File: src/rtl/shtr_pkg.sv
// shared types, constants and the pyramid base table for the sh translation mac
package shtr_pkg;

    // fixed field widths and fixed-point format
    localparam int COEFF_WIDTH      = 32;
    localparam int MATRIX_WIDTH     = 32;
    localparam int MATRIX_FRAC_BITS = 30;
    localparam int ACC_WIDTH        = COEFF_WIDTH + MATRIX_WIDTH;
    localparam int ORDER_MAX        = 16;
    localparam int ORDER_WIDTH      = 5;
    localparam int DEG_WIDTH        = 4;
    localparam int INDEX_WIDTH      = 11;
    localparam int STORE_DEPTH      = 2 ** INDEX_WIDTH;
    localparam int ACTION_WIDTH     = 2;

    // action codes
    localparam logic [ACTION_WIDTH-1:0] ACT_LOAD    = 2'd0;
    localparam logic [ACTION_WIDTH-1:0] ACT_MATRIX  = 2'd1;
    localparam logic [ACTION_WIDTH-1:0] ACT_RESTART = 2'd2;

    // commands from controller to datapath
    typedef struct packed {
        logic load;     // write a source coefficient into the store
        logic start;    // latch matrix element, read source coefficient
        logic restart;  // restart the pass
        logic mul;      // register the product
        logic acc;      // accumulate and step the source counters
        logic emit;     // round, saturate, load the output register
    } cmd_t;

    // status from datapath to controller
    typedef struct packed {
        logic inner_done;  // current element closes the inner (n, l) loop
        logic out_free;    // output register can take a new result
    } stat_t;

    // (n-1)n(2n-1)/6, the first store index of radial order n, for n up to 16 (zero above)
    function automatic logic [INDEX_WIDTH-1:0] pyr_base(input logic [ORDER_WIDTH-1:0] n);
        logic [INDEX_WIDTH-1:0] base;
        base = '0;
        unique case (n)
            5'd2:    base = 11'd1;
            5'd3:    base = 11'd5;
            5'd4:    base = 11'd14;
            5'd5:    base = 11'd30;
            5'd6:    base = 11'd55;
            5'd7:    base = 11'd91;
            5'd8:    base = 11'd140;
            5'd9:    base = 11'd204;
            5'd10:   base = 11'd285;
            5'd11:   base = 11'd385;
            5'd12:   base = 11'd506;
            5'd13:   base = 11'd650;
            5'd14:   base = 11'd819;
            5'd15:   base = 11'd1015;
            5'd16:   base = 11'd1240;
            default: base = '0;
        endcase
        return base;
    endfunction

endpackage

File: src/rtl/shtr_ctrl.sv
// controller state machine: sequences load, multiply, accumulate and emit
module shtr_ctrl (
    input  logic                              clk,
    input  logic                              rst_n,
    input  logic                              item_valid,
    input  logic [shtr_pkg::ACTION_WIDTH-1:0] item_action,
    output logic                              item_ready,
    input  shtr_pkg::stat_t                   stat,
    output shtr_pkg::cmd_t                    cmd
);
    import shtr_pkg::*;

    typedef enum logic [3:0] {
        S_IDLE = 4'b0001,
        S_MUL  = 4'b0010,
        S_ACC  = 4'b0100,
        S_FIN  = 4'b1000
    } state_t;

    state_t state_reg;
    state_t state_next;
    logic   item_xfer;

    assign item_ready = (state_reg == S_IDLE);
    assign item_xfer  = item_valid && item_ready;

    // next state and command decode
    always_comb
    begin
        state_next = state_reg;
        cmd        = '0;
        unique case (state_reg)
            S_IDLE:
            begin
                if (item_xfer)
                begin
                    unique case (item_action)
                        ACT_LOAD:    cmd.load = 1'b1;
                        ACT_RESTART: cmd.restart = 1'b1;
                        ACT_MATRIX:
                        begin
                            cmd.start  = 1'b1;
                            state_next = S_MUL;
                        end
                        default:     cmd = '0;
                    endcase
                end
            end
            S_MUL:
            begin
                cmd.mul    = 1'b1;
                state_next = S_ACC;
            end
            S_ACC:
            begin
                cmd.acc    = 1'b1;
                state_next = stat.inner_done ? S_FIN : S_IDLE;
            end
            S_FIN:
            begin
                if (stat.out_free)
                begin
                    cmd.emit   = 1'b1;
                    state_next = S_IDLE;
                end
            end
            default: state_next = S_IDLE;
        endcase
    end

    // state register
    always_ff @(posedge clk or negedge rst_n)
    begin
        if (!rst_n)
        begin
            state_reg <= S_IDLE;
        end
        else
        begin
            state_reg <= state_next;
        end
    end

    // a matrix element always goes on to the multiply step
    a_matrix_to_mul: assert property (@(posedge clk) disable iff (!rst_n)
        item_xfer && (item_action == ACT_MATRIX) |=> state_reg == S_MUL)
        else $error("matrix element did not enter multiply step");

endmodule

File: config.mk
export PLATFORM = sky130hd
export DESIGN_NAME = shtr_ctrl
export DESIGN_NICKNAME = d
export VERILOG_FILES = /design/src/rtl/shtr_pkg.sv /design/src/rtl/shtr_ctrl.sv
export SDC_FILE = /design/constraint.sdc
export NUM_CORES = 1
export LEC_CHECK = 0
export ABC_CLOCK_PERIOD_IN_PS = 3100
export BUFFER_PORTS_ARGS = -buffer_cell sky130_fd_sc_hd__buf_4
export CAP_MARGIN = 0
export CORE_AREA = 8 8 45 47
export CTS_CLUSTER_DIAMETER = 100
export DETAILED_ROUTE_END_ITERATION = 8
export DIE_AREA = 0 0 53 55
export PLACE_DENSITY_LB_ADDON = 0.2
export SLEW_MARGIN = 20
export SYNTH_ARGS = -nofsm -noshare
export SYNTH_HDL_FRONTEND = slang
export SYNTH_SLANG_ARGS = --single-unit
File: constraint.sdc
create_clock -name clk -period 3.1 [get_ports clk]
set_input_delay 0.31 -clock clk [delete_from_list [all_inputs] [get_ports clk]]
set_output_delay 0.31 -clock clk [all_outputs]
set_load 0.02 [all_outputs]
# Word-level counts from Yosys, hierarchy flattened
# Index checks and enable logic that the tools add are counted.
word_totals:
  regBits: 4
  latch_bits: 0
  ram_bits: 0
  romBits: 0
  input_bits: 7
  out_inout_bits: 7
  wordCells: 27
  mem_count: 0
classes:
  n_addsub: 0
  mul: 0
  div_mod_pow: 0
  n_lt_le_gt_ge: 0
  n_eq_ne: 9
  shifts: 0
  muxes: 14
  bitwise_logic: 0
  n_reduce_logical: 3
ops:
  columns: ["operator", "n"]
  rows:
  - ["2-to-1 mux 4 bit", 4]
  - ["case mux 4 bit (4 select lines)", 1]
  - ["2-to-1 mux 6 bit", 1]
  - ["case mux 1 bit (2 select lines)", 3]
  - ["equality test 4 x 1 -> 1 bit, second input constant", 1]
  - ["equality test 4 x 2 -> 1 bit, second input constant", 1]
  - ["equality test 4 x 3 -> 1 bit, second input constant", 1]
  - ["equality test 4 bit, second input constant", 1]
  - ["2-to-1 mux 1 bit", 4]
  - ["!= test 2 x 1 -> 1 bit, second input constant", 2]
  - ["2-to-1 mux 3 bit", 1]
  - ["AND reduction 3 bit", 1]
  - ["equality test 2 x 1 -> 1 bit, second input constant", 1]
  - ["equality test 2 bit, second input constant", 1]
  - ["logical NOT 2 bit", 1]
  - ["!= test 2 bit, second input constant", 1]
  - ["logical AND 1 bit", 1]

# Logic depth before layout (Yosys ltp)
depth:
  depth_word: 4
  ltp_mapped: 3
  mapped_depth_nobuf: 3

# Worst setup path before layout
# Ideal clock, no wire load.
synth_timing:
  path_type: "reg2out"
  from: "reg state_reg[0]"
  to: "out cmd[5] in the netlist's numbering"
  arrival_ns: 1.848
  t_required_ns: 2.790
  setup_slack_ns: 0.942
  path_stages_with_launch: 3
  n_path_buf: 0
  cell_sequence: "dfstp_2 nor4b_2 nor4bb_1"
synth_rtl:
  columns: ["element", "line", "text"]
  rows:
  - ["start, declared", "shtr_ctrl.sv:20", "state_t state_reg;"]
  - ["start signal, assigned", "shtr_ctrl.sv:80", "state_reg <= state_next;"]
  - ["end, declared", "shtr_ctrl.sv:9", "output shtr_pkg::cmd_t cmd"]

==> run_results.csv <==
group,metric,value,unit
power,p_seq_share,38.0,%
global_route,overflow,0,
synthesis,syn-num-nets,25,
critical_path,worstPathRequired,2.79,ns
synthesis,synth.distinct_cells,10,
detailed_routing,via_per_inst,4.44,
die,die_x,53,um
finish,ff_latch_area,101,um^2
power,cellPowerDensity,389,nW/um^2
timing,fin_crit_sh,61.9,%
global_route,grt.total_usage,4.87,%
cts,cts_buffer_depth,2,
global_route,grt_max_degree,8,
finish,syn_to_final_growth,67.2,%
synthesis,synth-seq-cells,4,
global_route,antenna_found_initial,0,
detailed_routing,ant_nets,0,
critical_path,r2r_end,"state_reg[0]",
detailed_routing,routed_wl,636,um
timing,rsz0062_at_grt,"false",
power,p_int,0.116,mW
critical_path,path_max_fanout,6,
die,start_util,16.5,%
global_route,grt_pass1_vias,262,
critical_path,worst_r2r_path_depth,3,
timing,hold_viol,0,
power,switching_power,0.0334,mW
power,clkPwrFrac,46.2,%
critical_path,critical_path_class,"register to primary output",
min_path,min_to,"state_reg[1]",
timing,max-slew-margin-rel,73.1,%
synthesis,ys_seq_area_share,44.3,%
timing,setup_viol,0,
die,dieArea,2920,um^2
timing,skew,0.00855,ns
die,coreArea,1380,um^2
power,p_comb_share,15.8,%
detailed_routing,wl_met2,239,um
synthesis,synth_top_area_cell,"dfrtp_1",
finish,antenna_cells,0,
critical_path,reg2reg_from,"state_reg[0]",
cts,postCtsHoldBufs,1,
timing,fmax,521,MHz
detailed_routing,vias,231,
synthesis,synth_area_leaders,"dfrtp_1 (33%), and4b_1 (13%), dfstp_2 (11%), nor4b_1 (11%), nand3b_1 (6.6%)",
finish,drive_gt1_share,52.8,%
cts,cts_tree,"done",
cts,post_cts_buffers,0,
timing,tns,0,ns
cts,cts_resized,0,
cts,cts.sinks,4,
die,die_y,55,um
critical_path,r2r_slack,1.72,ns
die,ioPinCount,14,
power,ir_drop,0.253,mV
placed_design,io_buffers,13,
cts,clock_latency,0.23,ns
detailed_routing,wl_met3,117,um
detailed_routing,dr.pass1.iters,4,
finish,fill_cells,151,
finish,multi_input_area,128,um^2
critical_path,arrival,1.61,ns
synthesis,avgSynthCellArea,12.7,um^2
synthesis,synthCells,18,
critical_path,slowest_stage,"dfstp_2",
synthesis,synth_area,229,um^2
timing,tightest_slew,0.403,ns
power,p_sw_share,22.4,%
detailed_routing,drc_errors,0,
finish,largest_reg_flops,4,
die,rows,14,
min_path,min_path_type,"primary input to register",
synthesis,synth_warnings,0,
cts,htree_levels,1,
timing,min_period,1.92,ns
min_path,worstHoldStart,"item_valid",
critical_path,critPathMaxStageDelay,0.56,ns
placed_design,routabilityCongestion,0.626,
critical_path,cp-end-kind,"primary output",
cts,cts-root-buf,"clkbuf_4",
outcome,status,"finished, final reports clean",
finish,layout.nets,44,
critical_path,cp-start-kind,"register",
detailed_routing,top_layer,"met3",
placed_design,dp_hpwl,524,um
synthesis,yosysTopAreaCellShare,32.8,%
timing,maxSlewViolCount,0,
cts,clkSlewWorstSetupHoldPaths,0.04,ns
detailed_routing,drtIter0Drc,4,
cts,numCtsBuffers,3,
min_path,holdPathStages,2,
critical_path,crit_chain,"nor4b_2 -> and4b_1 -> buf_4",
power,power_leakage,0.170,nW
run,cap_violations,0,
global_route,grt_pass1_wl,1020,um
power,report.power.total,0.149,mW
detailed_routing,wl_met1,279,um
detailed_routing,wl_per_cell,12.2,um
## layout by cell type, fill, tap and decap left out, drive strengths merged
| master | n |
|---|---|
| dlygate4sd3 | 1 |
| dfrtp | 3 |
| dfstp | 1 |
| a211oi | 1 |
| clkbuf | 4 |
| nor3 | 2 |
| and4b | 3 |
| nor4bb | 1 |
| buf | 13 |
| nand3b | 2 |
| nor4b | 4 |
| or3b | 1 |
## power groups by stage
stage	Sequential, mW	Combinational, mW	Clock, mW
3_5_place_dp	0.0572	0.0230	0
3_3_place_gp	0.0571	0.0222	0
6_report	0.0566	0.0236	0.0689
2_1_floorplan	0.0568	0.00951	0
4_1_cts	0.0565	0.0241	0.0719
5_1_grt	0.0568	0.0259	0.0781
## cells by family (layout without fill, tap and decap cells)
kind of cell | count (synthesis) | count (layout) | share of synthesized area [%]
AND/OR/NAND/NOR | 13 | 13 | 50.3
AO/OA/AOI/OAI | 1 | 1 | 5.46
flip-flops | 4 | 4 | 44.3
buffers and inverters | 0 | 18 | 0
## worst max-delay path: cells and delay by family, from the launching register on
family	cells	cell delay [ns]
simple gates	2	0.66
flops	1	0.56
buf+inv	1	0.15
## cell type report
| cell class | count | share of cell area [%] |
|---|---|---|
| sequential | 4 | 26.5 |
| timing repair buffer | 14 | 28.1 |
| clock buffer | 4 | 6.86 |
| tap | 16 | 5.23 |
| multi-input combinational | 14 | 33.3 |
## per-layer routing
| metal | vias up | GRT usage [%] |
|---|---|---|
| met5 | - | 0 |
| met4 | 0 | 2.59 |
| met3 | 0 | 4.55 |
| met2 | 15 | 6.05 |
| met1 | 104 | 5.35 |
| li1 | 112 | - |
## synth_stat cells
master / n
or3b_1: 1
nor4b_1: 3
nor3_1: 2
nor4b_2: 1
dfrtp_1: 3
a211oi_2: 1
nor4bb_1: 1
and4b_1: 3
dfstp_2: 1
nand3b_1: 2
## through the flow
step	area [um^2]	instances	hold WS (ns)	utilization [%]	setup WS, ns
6_report	383	52	0.388	27.7	1.18
3_5_place_dp	347	47	0.107	25.0	1.42
4_1_cts	383	52	0.388	27.7	1.17
2_1_floorplan	229	18	0.0144	-	0.942
5_1_grt	383	52	0.392	27.7	1.06
3_3_place_gp	347	47	0.106	25.0	1.48
## worst max-delay path by stage
stage	from	to	slack, ns	cells after the start
after global routing	state_reg[0]	cmd[5]	1.06	3
after global placement	state_reg[0]	cmd[4]	1.48	3
after CTS	state_reg[0]	cmd[4]	1.17	3
after floorplan	state_reg[0]	cmd[5]	0.94	2
after detailed placement	state_reg[0]	cmd[4]	1.42	3
final	state_reg[0]	cmd[4]	1.18	3
(Power assumes the default switching activity.)
